### src/rtl/core/rclm_pkg.sv
// Shared types, codes and constants of the rolling counter loss monitor.
`default_nettype none

package rclm_pkg;

    localparam int COUNTER_BITS_DEF = 4;
    localparam int FIELD_CNT_W = 4;
    localparam int LOSS_W = 17;
    localparam logic [LOSS_W-1:0] LOSS_SCALE = 17'd100000;

    localparam logic [2:0] WATCHED_BUS_RST = 3'd1;
    localparam logic [28:0] WATCHED_ID_RST = 29'h249;
    localparam logic [31:0] INTERVAL_RST = 32'd5000000;

    typedef enum logic {
        OP_FRAME = 1'b0,
        OP_TICK = 1'b1
    } t_op;

    typedef enum logic [2:0] {
        KIND_FIRST = 3'd0,
        KIND_SEQ = 3'd1,
        KIND_REPEAT = 3'd2,
        KIND_JUMP = 3'd3,
        KIND_WINDOW = 3'd4,
        KIND_TOTAL = 3'd5
    } t_kind;

    typedef enum logic [1:0] {
        CFG_WATCHED_BUS = 2'd0,
        CFG_WATCHED_ID = 2'd1,
        CFG_INTERVAL = 2'd2
    } t_cfg_idx;

    typedef struct packed {
        logic        operation;
        logic [2:0]  bus_number;
        logic [28:0] frame_identifier;
        logic [3:0]  data_length;
        logic [7:0]  second_data_byte;
        logic [63:0] now_us;
    } t_in;

    typedef struct packed {
        logic [2:0]        result_kind;
        logic [3:0]        counter_value;
        logic [3:0]        previous_counter;
        logic [3:0]        skipped_values;
        logic signed [31:0] gap_us;
        logic [63:0]       report_received;
        logic [63:0]       report_jumps;
        logic [63:0]       report_missed;
        logic [16:0]       report_loss_millipercent;
        logic              last_of_run;
    } t_out;

    typedef struct packed {
        logic capture;
        logic eval;
        logic div_start;
        logic sel_total;
        logic load_report;
        logic clear_window;
    } t_cmd;

    typedef struct packed {
        logic hit;
        logic due;
        logic div_done;
    } t_sts;

endpackage

`default_nettype wire

### src/rtl/core/rolling_counter_loss_monitor_top.sv
// Top level of the rolling counter loss monitor.
//
// Channel   Direction  Handshake                   Payload
// input     in         i_in_valid / o_in_ready     i_in_data (t_in)
// result    out        o_out_valid / i_out_ready   o_out_data (t_out)
// config    in         i_cfg_valid / o_cfg_ready   i_cfg_index, i_cfg_data
//
// One item is processed at a time: accept, evaluate (S_EVAL, then S_CHECK), then up to three results.
// Each report runs through the shared divider unit: its operands are loaded, the product is formed
// in D_MUL_LO, D_MUL_HI and D_SUM, then 17 quotient steps follow.
// Reset is synchronous and active low; no clearing pass is needed after it.
// A stalled result holds the block; configuration writes are always accepted.
`default_nettype none

module rolling_counter_loss_monitor_top #(
    parameter int COUNTER_BITS = rclm_pkg::COUNTER_BITS_DEF
) (
    input  wire logic               i_clk,
    input  wire logic               i_rst_n,
    input  wire logic               i_in_valid,
    output logic                    o_in_ready,
    input  wire rclm_pkg::t_in      i_in_data,
    output logic                    o_out_valid,
    input  wire logic               i_out_ready,
    output rclm_pkg::t_out          o_out_data,
    input  wire logic               i_cfg_valid,
    output logic                    o_cfg_ready,
    input  wire rclm_pkg::t_cfg_idx i_cfg_index,
    input  wire logic [31:0]        i_cfg_data
);
    import rclm_pkg::*;

    t_cmd w_cmd;
    t_sts w_sts;

    assign o_cfg_ready = 1'b1;

    rclm_ctrl u_ctrl (
        .i_clk       (i_clk),
        .i_rst_n     (i_rst_n),
        .i_in_valid  (i_in_valid),
        .o_in_ready  (o_in_ready),
        .o_out_valid (o_out_valid),
        .i_out_ready (i_out_ready),
        .i_sts       (w_sts),
        .o_cmd       (w_cmd)
    );

    rclm_datapath #(
        .COUNTER_BITS (COUNTER_BITS)
    ) u_datapath (
        .i_clk       (i_clk),
        .i_rst_n     (i_rst_n),
        .i_cfg_valid (i_cfg_valid),
        .i_cfg_index (i_cfg_index),
        .i_cfg_data  (i_cfg_data),
        .i_in_data   (i_in_data),
        .i_cmd       (w_cmd),
        .o_sts       (w_sts),
        .o_out_data  (o_out_data)
    );

    a_busy_while_result: assert property (@(posedge i_clk) disable iff (!i_rst_n)
        o_out_valid |-> !o_in_ready)
        else $error("input accepted while a result is pending");

    a_total_is_last: assert property (@(posedge i_clk) disable iff (!i_rst_n)
        (o_out_valid && o_out_data.result_kind == KIND_TOTAL) |-> o_out_data.last_of_run)
        else $error("total report not marked as last result");

    a_ready_after_last: assert property (@(posedge i_clk) disable iff (!i_rst_n)
        (o_out_valid && i_out_ready && o_out_data.last_of_run) |=> o_in_ready)
        else $error("block not ready after the last result of an item");

endmodule

`default_nettype wire

### src/rtl/core/rclm_div.sv
// Multicycle unit that computes floor(100000 * missed / divisor) for one report.
`default_nettype none

module rclm_div (
    input  wire logic                        i_clk,
    input  wire logic                        i_rst_n,
    input  wire logic                        i_start,
    input  wire logic [63:0]                 i_missed,
    input  wire logic [63:0]                 i_divisor,
    output logic                             o_done,
    output logic [rclm_pkg::LOSS_W-1:0]      o_quotient
);
    import rclm_pkg::*;

    localparam int PROD_W = 64 + LOSS_W;
    localparam int PART_W = 32 + LOSS_W;
    localparam int CNT_W = $clog2(LOSS_W + 1);

    typedef enum logic [4:0] {
        D_IDLE   = 5'b00001,
        D_MUL_LO = 5'b00010,
        D_MUL_HI = 5'b00100,
        D_SUM    = 5'b01000,
        D_ITER   = 5'b10000
    } t_phase;

    t_phase r_phase;
    logic [CNT_W-1:0] r_cnt;
    logic r_done;
    logic [63:0] r_m;
    logic [63:0] r_d;
    logic [PART_W-1:0] r_p0;
    logic [PART_W-1:0] r_p1;
    logic [63:0] r_rem;
    logic [LOSS_W-1:0] r_low;

    logic [PROD_W-1:0] w_prod;
    logic [64:0] w_trial;
    logic [64:0] w_diff;
    logic w_take;

    assign w_prod = {r_p1, 32'b0} + PROD_W'(r_p0);
    assign w_trial = {r_rem, r_low[LOSS_W-1]};
    assign w_take = w_trial >= {1'b0, r_d};
    assign w_diff = w_trial - {1'b0, r_d};

    always_ff @(posedge i_clk) begin
        if (!i_rst_n) begin
            r_phase <= D_IDLE;
            r_cnt <= '0;
            r_done <= 1'b0;
        end else begin
            r_done <= 1'b0;
            case (r_phase)
                D_IDLE: begin
                    if (i_start) begin
                        r_phase <= D_MUL_LO;
                    end
                end
                D_MUL_LO: r_phase <= D_MUL_HI;
                D_MUL_HI: r_phase <= D_SUM;
                D_SUM: begin
                    r_phase <= D_ITER;
                    r_cnt <= CNT_W'(LOSS_W);
                end
                D_ITER: begin
                    r_cnt <= r_cnt - CNT_W'(1);
                    if (r_cnt == CNT_W'(1)) begin
                        r_phase <= D_IDLE;
                        r_done <= 1'b1;
                    end
                end
                default: r_phase <= D_IDLE;
            endcase
        end
    end

    always_ff @(posedge i_clk) begin
        if (r_phase == D_IDLE && i_start) begin
            r_m <= i_missed;
            r_d <= i_divisor;
        end
        if (r_phase == D_MUL_LO) begin
            r_p0 <= PART_W'(r_m[31:0]) * PART_W'(LOSS_SCALE);
        end
        if (r_phase == D_MUL_HI) begin
            r_p1 <= PART_W'(r_m[63:32]) * PART_W'(LOSS_SCALE);
        end
        if (r_phase == D_SUM) begin
            r_rem <= w_prod[PROD_W-1:LOSS_W];
            r_low <= w_prod[LOSS_W-1:0];
        end
        if (r_phase == D_ITER) begin
            r_rem <= w_take ? w_diff[63:0] : w_trial[63:0];
            r_low <= {r_low[LOSS_W-2:0], w_take};
        end
    end

    assign o_done = r_done;
    assign o_quotient = r_low;

endmodule

`default_nettype wire

### src/rtl/core/rclm_datapath.sv
// Datapath: configuration, sequence state, statistics counters and the result register.
`default_nettype none

module rclm_datapath #(
    parameter int COUNTER_BITS = rclm_pkg::COUNTER_BITS_DEF
) (
    input  wire logic               i_clk,
    input  wire logic               i_rst_n,
    input  wire logic               i_cfg_valid,
    input  wire rclm_pkg::t_cfg_idx i_cfg_index,
    input  wire logic [31:0]        i_cfg_data,
    input  wire rclm_pkg::t_in      i_in_data,
    input  wire rclm_pkg::t_cmd     i_cmd,
    output rclm_pkg::t_sts          o_sts,
    output rclm_pkg::t_out          o_out_data
);
    import rclm_pkg::*;

    localparam int EXT_W = COUNTER_BITS + FIELD_CNT_W;

    logic [2:0] r_watched_bus;
    logic [28:0] r_watched_id;
    logic [31:0] r_interval;

    t_in r_in;
    t_out r_res;

    logic r_has_prev;
    logic [COUNTER_BITS-1:0] r_last_counter;
    logic [31:0] r_last_stamp;
    logic [31:0] r_win_rx;
    logic [31:0] r_win_jumps;
    logic [31:0] r_win_missed;
    logic [63:0] r_tot_rx;
    logic [63:0] r_tot_jumps;
    logic [63:0] r_tot_missed;
    logic [63:0] r_deadline;
    logic r_armed;
    logic r_hit;
    logic r_due;

    logic [63:0] w_next_deadline;
    logic [63:0] w_deadline;
    logic w_due;
    logic w_hit;
    logic [COUNTER_BITS-1:0] w_counter;
    logic [COUNTER_BITS-1:0] w_inc;
    logic [COUNTER_BITS-1:0] w_skip;
    logic w_jump;
    logic [31:0] w_gap;
    logic [EXT_W-1:0] w_cnt_ext;
    logic [EXT_W-1:0] w_prev_ext;
    logic [EXT_W-1:0] w_skip_ext;
    t_out w_evt_row;
    t_out w_rep_row;
    logic [63:0] w_rep_rx;
    logic [63:0] w_rep_jumps;
    logic [63:0] w_rep_m;
    logic [63:0] w_rep_d;
    logic [31:0] w_win_sum;
    logic [LOSS_W-1:0] w_quot;
    logic [LOSS_W-1:0] w_loss;
    logic w_div_done;

    always_ff @(posedge i_clk) begin
        if (!i_rst_n) begin
            r_watched_bus <= WATCHED_BUS_RST;
            r_watched_id <= WATCHED_ID_RST;
            r_interval <= INTERVAL_RST;
        end else if (i_cfg_valid) begin
            case (i_cfg_index)
                CFG_WATCHED_BUS: r_watched_bus <= i_cfg_data[2:0];
                CFG_WATCHED_ID: r_watched_id <= i_cfg_data[28:0];
                CFG_INTERVAL: r_interval <= i_cfg_data;
                default: ;
            endcase
        end
    end

    always_ff @(posedge i_clk) begin
        if (i_cmd.capture) begin
            r_in <= i_in_data;
        end
    end

    assign w_next_deadline = r_in.now_us + 64'(r_interval);
    assign w_deadline = r_armed ? r_deadline : w_next_deadline;
    assign w_due = r_in.now_us >= w_deadline;
    assign w_hit = (r_in.operation == OP_FRAME) && (r_in.bus_number == r_watched_bus)
                   && (r_in.frame_identifier == r_watched_id);
    assign w_counter = (r_in.data_length >= 4'd2) ?
                       r_in.second_data_byte[COUNTER_BITS-1:0] : '0;
    assign w_inc = r_last_counter + COUNTER_BITS'(1);
    assign w_skip = w_counter - r_last_counter - COUNTER_BITS'(1);
    assign w_jump = r_has_prev && (w_counter != r_last_counter) && (w_counter != w_inc);
    assign w_gap = r_in.now_us[31:0] - r_last_stamp;
    assign w_cnt_ext = EXT_W'(w_counter);
    assign w_prev_ext = EXT_W'(r_last_counter);
    assign w_skip_ext = EXT_W'(w_skip);

    always_comb begin
        w_evt_row = '0;
        w_evt_row.counter_value = w_cnt_ext[FIELD_CNT_W-1:0];
        w_evt_row.last_of_run = !w_due;
        if (!r_has_prev) begin
            w_evt_row.result_kind = KIND_FIRST;
        end else begin
            w_evt_row.previous_counter = w_prev_ext[FIELD_CNT_W-1:0];
            w_evt_row.gap_us = w_gap;
            if (w_counter == r_last_counter) begin
                w_evt_row.result_kind = KIND_REPEAT;
            end else if (w_counter == w_inc) begin
                w_evt_row.result_kind = KIND_SEQ;
            end else begin
                w_evt_row.result_kind = KIND_JUMP;
                w_evt_row.skipped_values = w_skip_ext[FIELD_CNT_W-1:0];
            end
        end
    end

    always_ff @(posedge i_clk) begin
        if (!i_rst_n) begin
            r_has_prev <= 1'b0;
            r_last_counter <= '0;
            r_last_stamp <= '0;
            r_win_rx <= '0;
            r_win_jumps <= '0;
            r_win_missed <= '0;
            r_tot_rx <= '0;
            r_tot_jumps <= '0;
            r_tot_missed <= '0;
            r_deadline <= '0;
            r_armed <= 1'b0;
            r_hit <= 1'b0;
            r_due <= 1'b0;
        end else if (i_cmd.eval) begin
            r_armed <= 1'b1;
            r_hit <= w_hit;
            r_due <= w_due;
            if (!r_armed || w_due) begin
                r_deadline <= w_next_deadline;
            end
            if (w_hit) begin
                r_has_prev <= 1'b1;
                r_last_counter <= w_counter;
                r_last_stamp <= r_in.now_us[31:0];
                r_win_rx <= r_win_rx + 32'd1;
                r_tot_rx <= r_tot_rx + 64'd1;
                if (w_jump) begin
                    r_win_jumps <= r_win_jumps + 32'd1;
                    r_tot_jumps <= r_tot_jumps + 64'd1;
                    r_win_missed <= r_win_missed + 32'(w_skip);
                    r_tot_missed <= r_tot_missed + 64'(w_skip);
                end
            end
        end else if (i_cmd.clear_window) begin
            r_win_rx <= '0;
            r_win_jumps <= '0;
            r_win_missed <= '0;
        end
    end

    assign w_win_sum = r_win_rx + r_win_missed;
    assign w_rep_rx = i_cmd.sel_total ? r_tot_rx : 64'(r_win_rx);
    assign w_rep_jumps = i_cmd.sel_total ? r_tot_jumps : 64'(r_win_jumps);
    assign w_rep_m = i_cmd.sel_total ? r_tot_missed : 64'(r_win_missed);
    assign w_rep_d = i_cmd.sel_total ? (r_tot_rx + r_tot_missed) : 64'(w_win_sum);

    rclm_div u_div (
        .i_clk      (i_clk),
        .i_rst_n    (i_rst_n),
        .i_start    (i_cmd.div_start),
        .i_missed   (w_rep_m),
        .i_divisor  (w_rep_d),
        .o_done     (w_div_done),
        .o_quotient (w_quot)
    );

    always_comb begin
        if (w_rep_d == 64'd0) begin
            w_loss = '0;
        end else if (w_rep_m > w_rep_d) begin
            w_loss = LOSS_SCALE;
        end else begin
            w_loss = w_quot;
        end
    end

    always_comb begin
        w_rep_row = '0;
        w_rep_row.result_kind = i_cmd.sel_total ? KIND_TOTAL : KIND_WINDOW;
        w_rep_row.report_received = w_rep_rx;
        w_rep_row.report_jumps = w_rep_jumps;
        w_rep_row.report_missed = w_rep_m;
        w_rep_row.report_loss_millipercent = w_loss;
        w_rep_row.last_of_run = i_cmd.sel_total;
    end

    always_ff @(posedge i_clk) begin
        if (i_cmd.eval && w_hit) begin
            r_res <= w_evt_row;
        end else if (i_cmd.load_report) begin
            r_res <= w_rep_row;
        end
    end

    assign o_sts.hit = r_hit;
    assign o_sts.due = r_due;
    assign o_sts.div_done = w_div_done;
    assign o_out_data = r_res;

endmodule

`default_nettype wire

### src/rtl/core/rclm_ctrl.sv
// Controller state machine that sequences evaluation, divisions and result transactions.
`default_nettype none

module rclm_ctrl (
    input  wire logic           i_clk,
    input  wire logic           i_rst_n,
    input  wire logic           i_in_valid,
    output logic                o_in_ready,
    output logic                o_out_valid,
    input  wire logic           i_out_ready,
    input  wire rclm_pkg::t_sts i_sts,
    output rclm_pkg::t_cmd      o_cmd
);
    import rclm_pkg::*;

    typedef enum logic [7:0] {
        S_IDLE    = 8'b00000001,
        S_EVAL    = 8'b00000010,
        S_CHECK   = 8'b00000100,
        S_OUT_EVT = 8'b00001000,
        S_DIV_WIN = 8'b00010000,
        S_OUT_WIN = 8'b00100000,
        S_DIV_TOT = 8'b01000000,
        S_OUT_TOT = 8'b10000000
    } t_state;

    t_state r_state;
    t_state n_state;
    logic w_out_valid;
    logic w_fire;

    assign w_out_valid = r_state inside {S_OUT_EVT, S_OUT_WIN, S_OUT_TOT};
    assign w_fire = w_out_valid && i_out_ready;

    always_comb begin
        n_state = r_state;
        case (r_state)
            S_IDLE: begin
                if (i_in_valid) begin
                    n_state = S_EVAL;
                end
            end
            S_EVAL: n_state = S_CHECK;
            S_CHECK: begin
                if (i_sts.hit) begin
                    n_state = S_OUT_EVT;
                end else if (i_sts.due) begin
                    n_state = S_DIV_WIN;
                end else begin
                    n_state = S_IDLE;
                end
            end
            S_OUT_EVT: begin
                if (w_fire) begin
                    n_state = i_sts.due ? S_DIV_WIN : S_IDLE;
                end
            end
            S_DIV_WIN: begin
                if (i_sts.div_done) begin
                    n_state = S_OUT_WIN;
                end
            end
            S_OUT_WIN: begin
                if (w_fire) begin
                    n_state = S_DIV_TOT;
                end
            end
            S_DIV_TOT: begin
                if (i_sts.div_done) begin
                    n_state = S_OUT_TOT;
                end
            end
            S_OUT_TOT: begin
                if (w_fire) begin
                    n_state = S_IDLE;
                end
            end
            default: n_state = S_IDLE;
        endcase
    end

    always_ff @(posedge i_clk) begin
        if (!i_rst_n) begin
            r_state <= S_IDLE;
        end else begin
            r_state <= n_state;
        end
    end

    always_comb begin
        o_cmd.capture = (r_state == S_IDLE) && i_in_valid;
        o_cmd.eval = (r_state == S_EVAL);
        o_cmd.div_start = ((r_state == S_CHECK) && !i_sts.hit && i_sts.due)
                          || ((r_state == S_OUT_EVT) && w_fire && i_sts.due)
                          || ((r_state == S_OUT_WIN) && w_fire);
        o_cmd.sel_total = r_state inside {S_OUT_WIN, S_DIV_TOT};
        o_cmd.load_report = (r_state inside {S_DIV_WIN, S_DIV_TOT}) && i_sts.div_done;
        o_cmd.clear_window = (r_state == S_OUT_WIN) && w_fire;
    end

    assign o_in_ready = (r_state == S_IDLE);
    assign o_out_valid = w_out_valid;

endmodule

`default_nettype wire

### config.mk
export PLATFORM = sky130hd
export DESIGN_NAME = rolling_counter_loss_monitor_top
export DESIGN_NICKNAME = d
export VERILOG_FILES = /design/src/rtl/core/rclm_pkg.sv /design/src/rtl/core/rolling_counter_loss_monitor_top.sv /design/src/rtl/core/rclm_div.sv /design/src/rtl/core/rclm_datapath.sv /design/src/rtl/core/rclm_ctrl.sv
export SDC_FILE = /design/constraint.sdc
export NUM_CORES = 2
export LEC_CHECK = 0
export ABC_AREA = 1
export BUFFER_PORTS_ARGS = -buffer_cell sky130_fd_sc_hd__buf_4
export CAP_MARGIN = 20
export CORE_ASPECT_RATIO = 0.7
export CORE_MARGIN = 2
export CORE_UTILIZATION = 31
export CTS_CLUSTER_DIAMETER = 150
export DETAILED_ROUTE_END_ITERATION = 10
export PLACE_DENSITY = 0.56
export REMOVE_ABC_BUFFERS = 1
export SLEW_MARGIN = 20
export SYNTH_ARGS = -nofsm -noshare
export SYNTH_HDL_FRONTEND = slang
export SYNTH_SLANG_ARGS = --single-unit
### constraint.sdc
create_clock -name i_clk -period 7.03 [get_ports i_clk]
set_input_delay 0.3515 -clock i_clk [delete_from_list [all_inputs] [get_ports i_clk]]
set_output_delay 0.3515 -clock i_clk [all_outputs]
set_load 0.005 [all_outputs]
Yosys cells after proc, flatten, opt, wreduce, memory -nomap -nowiden. Cells that the tools add are included.

$add $sub $neg: 16. Multipliers: 2. Div/mod/pow operators: 0. Order comparisons: 4. Eq/ne operators: 32. Shift operators: 0. Multiplexer cells: 45. Bitwise logic cells: 1. Reductions and logical operators: 39.

Operators by type and width (count): two-way mux 257 bit (2); two-way mux 64 bit (8); two-way mux 32 bit (9); adder 64 x 1 -> 64 bit, second input constant (2); multiplier 32 x 12 -> 44 bit, second input constant (2); adder 81 x 49 -> 81 bit (1); two-way mux 17 bit (4); >= comparator 65 x 64 -> 1 bit (1); adder 32 x 1 -> 32 bit, second input constant (2); adder 64 x 32 -> 64 bit (1); adder 64 x 4 -> 64 bit (1); adder 64 bit (1); >= comparator 64 bit (1); > comparator 64 bit (1); logical NOT 64 bit (1); one-hot mux 8 bit (8 select lines) (1); subtractor 64 bit (1); two-way mux 8 bit (7); two-way mux 40 bit (1); adder 32 bit (1); adder 32 x 4 -> 32 bit (1); subtractor 32 bit (1); equality test 29 bit (1); one-hot mux 5 bit (5 select lines) (1); 41 further kinds (87).

Register bits after elaboration: 1134. Bits in latches: 0. Bits in writable memories: 0. Bits in read-only memories: 0. Bits of input ports: 148. Word-level logic and storage cells: 181. Memories: 0.

Longest topological paths before layout.
Depth in word-level cells: 9. Depth in mapped cells: 33. Gate-level depth less buffers: 32.

Modules after synthesis. A second synthesis with hierarchy kept.

Cells, all modules: 13149. Area total of the unflattened synthesis: 91113.6 um2.

Modules (own cells, without submodules): rclm_datapath (instances 1, cells an instance 8496, area each 55992.5 um2); rclm_div (instances 1, cells an instance 4548, area each 34433.0 um2); rclm_ctrl (instances 1, cells an instance 103, area each 676.9 um2); rolling_counter_loss_monitor_top (instances 1, cells an instance 2, area each 11.3 um2).

Least setup slack after synthesis. OpenSTA, ideal clock, no wires.

Path type: reg-to-reg. Start: register u_ctrl.r_state[5]. End: register u_datapath.r_in[0] in the netlist's numbering, enable pin. Data arrival time: 5.709 ns. Required time: 6.462 ns. Path slack: 0.753 ns. Stages on the path, launching flop included: 13. Path buffers: 1. Clock period less this slack: 6.277 ns. Path through: dfxtp_1 -> inv_1 -> nand2_1 -> nor2_1 -> inv_1 -> nor4_1 -> inv_1 -> o211ai_1 -> nand2_1 -> and3_1 -> clkbuf_1 -> inv_1 -> nor2_1.

RTL lines: start: declaration (line rclm_ctrl.sv:27) `t_state r_state;`; start signal: assignment (line rclm_ctrl.sv:86) `r_state <= n_state;`; end signal: assignment (line rclm_datapath.sv:82) `r_in <= i_in_data;`; end: declaration (line rclm_datapath.sv:25) `t_in r_in;`.

Worst setup path in the final report.
Start: register u_datapath.r_in[2] in the netlist's numbering. End: register u_datapath.r_deadline[2].

Word-level cells in the longest chain between the ends: 5.

Ends and longest elaborated chain: adder 64 x 32 -> 64 bit (line rclm_datapath.sv:86) `assign w_next_deadline = r_in.now_us + 64'(r_interval);`; two-way mux 64 bit (line rclm_datapath.sv:87) `assign w_deadline = r_armed ? r_deadline : w_next_deadline;`; >= comparator 64 bit (line rclm_datapath.sv:88) `assign w_due = r_in.now_us >= w_deadline;`; logical OR 1 bit (line rclm_datapath.sv:140) `if (!r_armed || w_due) begin`; AND reduction 2 bit (no line); end signal: assignment (line rclm_datapath.sv:141) `r_deadline <= w_next_deadline;`; end: declaration (line rclm_datapath.sv:37) `logic [63:0] r_deadline;`.

Several ways; a longest one is shown, not always the timed one. A chain may end at the register's enable or synchronous reset.

==> results.toml <==
[outcome]
status = "completed"

[logic_synthesis]
synth-main-ff-cell = "dfxtp_1"
yosysWarnings = 0
synth-edff-count = 449
synthesis.area_um2 = 85100
synth_cell_types = 67
synthTopCellsByArea = "dfxtp_1 16%, edfxtp_1 16%, nand2_1 12%"
yosysSeqAreaShare_pct = 31.9
synth_top_cell_area_share_pct = 16.1
synthCells = 11800
ys_seq_elements = 1133
syn_area_per_cell_um2 = 7.24
async_flop_share_pct = 0
synth_area_leader_cell = "dfxtp_1"

[power]
p_seq_share_pct = 35.0
power.switching_w = 0.00829
powerDensity_nw_per_um2 = 228
power_frac_comb_pct = 29.9
switching_share_pct = 36.7
clkPwrFrac_pct = 35.1
p_int_w = 0.0143
p_leak_nw = 44.4
ir_drop_uv = 284

[worst_setup_path]
crit_type = "reg -> reg"
startpoint_type = "register"
reg2reg_slack_ns = 0.81
r2r_end = "u_datapath.r_deadline[2]$_SDFFE_PN0P_"
cp-end-kind = "register"
timing.rr.start = "u_datapath.r_in[2]$_DFFE_PP_"
crit_required_ns = 7.77
r2r_cells = 26
cp_data_arrival_time_ns = 6.96
crit_fanout = 25

[clock_tree]
cts.sinks = 1133
cts_max_level = 4
cts_buffer_depth = 4
clk_pin_slew_worst_paths_ns = 0.06
cts_made_buffers = 146
cts_tree = "built"
clkLatencyLatePin_ns = 0.85
cts_root_buffer = "clkbuf_16"
post_cts_resized = 0

[floorplanning]
core-area_um2 = 272000
dieArea_um2 = 279000
die_w_um = 630
ioPinCount = 408
initial_core_util_pct = 31.3
die_h_um = 442
num_rows = 160

[global_route]
grt_usage_pct = 23.5
grt_max_degree = 119
first_global_vias = 73700
grt_overflow = 0
antenna_found_initial = 11
grt_pass1_wl_mm = 495

[sta]
min_period_ns = 6.22
finalCritPeriodShare_pct = 88.5
fin_hold_ws_ns = 0.0709
tightest_slew_ns = 1.26
hold_viol = 0
rsz0062_at_grt = "false"
slew_headroom_pct = 14.8
fmax_mhz = 161
fin_skew_ns = 0.0797
setup_viol = 0
drv_slew = 0
fin_setup_tns_ns = 0

[finish]
design.final.nets = 13300
drive_gt1_share_pct = 6.77
area_delta_synth_final_pct = 16.1

[placed_design]
place_congestion = 0.989
hpwl_mm = 274
port_buffers = 401

[hold_path]
hold_start = "i_out_ready"
hold_depth = 5
hold_path_class = "in -> reg"
hold_path_end = "u_ctrl.r_state[4]$_SDFFE_PN0P_"

[drt]
vias = 80500
ant_nets = 0
drt-total-wl_mm = 338
drc = 0
drt_iter0_drc = 8941
drtPass1Iterations = 7
wl_per_cell_um = 21.1
via_per_inst = 5.02

[job]
maxCapViolations = 0
per-layer routing:
layer / global-route usage [%] / share of wire, %
met5: 0 / 0.0038
met2: 32.2 / 39
met1: 37.3 / 50
met4: 3.98 / 1.7
met3: 4.60 / 9.3
critical path, stage by stage, from the launching register on:
cell and delay [ns]:
edfxtp_1 0.45, ha_1 0.39, a21oi_1 0.16, nand2_1 0.13
a21oi_1 0.28, o21ai_0 0.33, a21boi_1 0.80, o21ai_0 0.17
buf_4 0.20, a21oi_1 0.28, xor2_1 0.22, mux2i_1 0.10
ha_1 0.31, nand2_1 0.09, nor2_1 0.04, nand2_1 0.06
o211ai_1 0.09, nand2_1 0.07, o2111ai_1 0.13, a21oi_1 0.51
nand3_1 0.31, nand2_1 0.22, o21ai_4 0.26, buf_12 0.28
nand2_1 0.06, nand2_1 0.04, nor2_1 0.11
synth_stat cells (6+ instances only):
master     count
nand2_1     2741
inv_1       1928
nor2_1      1183
a21oi_1      921
ha_1         709
dfxtp_1      684
nand3_1      474
edfxtp_1     449
o21ai_0      449
xor2_1       332
nor3_1       272
nand4_1      251
fa_1         225
clkbuf_1     215
xnor2_1      140
a22oi_1      128
nor4_1       103
a31oi_1       65
a211oi_1      52
mux2i_1       42
o21a_1        41
buf_2         36
or2_2         32
o211ai_1      29
buf_1         28
o21bai_1      28
a21o_1        21
nand3b_1      20
a21boi_0      16
nand2_2       16
and2_1        12
a21oi_2       10
o2111ai_1     10
nor3b_1        8
o31ai_1        7
and3_1         6
buf_4          6
o21ai_1        6
o221ai_1       6
registers in the layout (all words and copies together), names as in the netlist, 4 cells and up:
| signal | count |
|---|---|
| u_datapath.r_interval | 32 |
| u_datapath.u_div.r_p0 | 44 |
| u_datapath.r_in | 104 |
| u_datapath.r_tot_jumps | 64 |
| u_datapath.u_div.r_rem | 64 |
| u_datapath.r_last_counter | 4 |
| u_datapath.r_deadline | 64 |
| u_datapath.u_div.r_phase | 5 |
| u_datapath.o_out_data | 257 |
| u_datapath.r_watched_id | 29 |
| u_datapath.u_div.r_cnt | 5 |
| u_datapath.u_div.r_d | 64 |
| u_datapath.r_tot_rx | 64 |
| u_datapath.u_div.r_m | 64 |
| u_datapath.u_div.o_quotient | 17 |
| u_ctrl.r_state | 8 |
| u_datapath.r_win_rx | 32 |
| u_datapath.u_div.r_p1 | 44 |
| u_datapath.r_win_jumps | 32 |
| u_datapath.r_win_missed | 32 |
| u_datapath.r_tot_missed | 64 |
| u_datapath.r_last_stamp | 32 |
power groups by stage:
stage          sequential, W  combinational (W)  clock (W)
2_1_floorplan        0.00789            0.00421          0
3_3_place_gp         0.00803            0.00654          0
3_5_place_dp         0.00804            0.00653          0
4_1_cts              0.00790            0.00664    0.00808
5_1_grt              0.00795            0.00747    0.00834
6_report             0.00790            0.00675    0.00791
cells by family (layout without fill, tap and decap cells):
kind of cell	Yosys count	in the layout	synth area share, %
muxes	42	42	0.494
AOI/OAI and AO/OA	1807	1807	11.9
and+or+nand+nor	5136	5136	25.2
adders and majority gates	934	934	15.7
xor gates and xnor gates	473	473	4.88
DFF	1133	1133	31.9
other	1	3	0.00440
buffers and inverters	2225	2844	9.94
through the flow:
step	util [%]	std cells	cell area, µm²	total power [W]	setup WS, ns
after floorplan	-	11500	83900	0.0121	-7.26
after global placement	34.0	15600	92600	0.0146	1.21
after detailed placement	34.0	15600	92600	0.0146	1.15
after CTS	36.3	16000	98800	0.0226	1.11
after global routing	36.3	16000	98800	0.0238	0.489
final	36.3	16000	98900	0.0226	0.810
cell type report:
class | instances | area (µm²)
Tap cell | 3645 | 4560
Timing Repair Buffer | 652 | 5310
Antenna cell | 2 | 5.00
Clock inverter | 71 | 876
Multi-Input combinational cell | 8393 | 49600
Sequential cell | 1133 | 27200
Fill cell | 29100 | 173000
Inverter | 1934 | 7280
Clock buffer | 187 | 4000
timing repair:
| action | CTS | global route |
|---|---|---|
| buffers inserted | 0 | 0 |
| hold buffers | 140 | 0 |
| endpoints found under the hold margin | 198 | 0 |
worst max-delay path by stage:
stage	from	end	slack, ns
after floorplan	u_ctrl.r_state[0]$_SDFFE_PN1P_	u_datapath.o_out_data[0]$_DFFE_PP_	-7.26
after CTS	u_datapath.r_in[2]$_DFFE_PP_	u_datapath.r_deadline[1]$_SDFFE_PN0P_	1.11
final	u_datapath.r_in[2]$_DFFE_PP_	u_datapath.r_deadline[2]$_SDFFE_PN0P_	0.81
after global placement	u_datapath.r_in[2]$_DFFE_PP_	u_datapath.r_deadline[7]$_SDFFE_PN0P_	1.21
after detailed placement	u_datapath.r_in[2]$_DFFE_PP_	u_datapath.r_deadline[50]$_SDFFE_PN0P_	1.15
after global routing	u_datapath.r_in[2]$_DFFE_PP_	u_datapath.r_deadline[1]$_SDFFE_PN0P_	0.49
placed cells by master, fill, tap and decap left out, types with 18 or more instances in the layout:
cell type	synthesis	routed
a21oi_1	921	921
buf_4	6	505
nor2_1	1183	1179
or2_2	32	32
clkbuf_1	215	26
a31oi_1	65	65
clkinv_2	0	21
xnor2_1	140	140
clkbuf_16	0	150
edfxtp_1	449	449
nand2_2	16	20
o211ai_1	29	29
a211oi_1	52	52
o21bai_1	28	28
nand2_1	2741	2733
a22oi_1	128	128
dfxtp_1	684	683
nand4_1	251	251
nand3b_1	20	20
o21a_1	41	41
o21ai_0	449	445
a21o_1	21	21
bufinv_16	0	18
inv_1	1928	1922
xor2_1	332	332
ha_1	709	709
fa_1	225	225
nor4_1	103	103
mux2i_1	42	42
nor3_1	272	269
dlygate4sd3_1	0	140
nand3_1	474	472
Power figures use the tool's default switching activity.
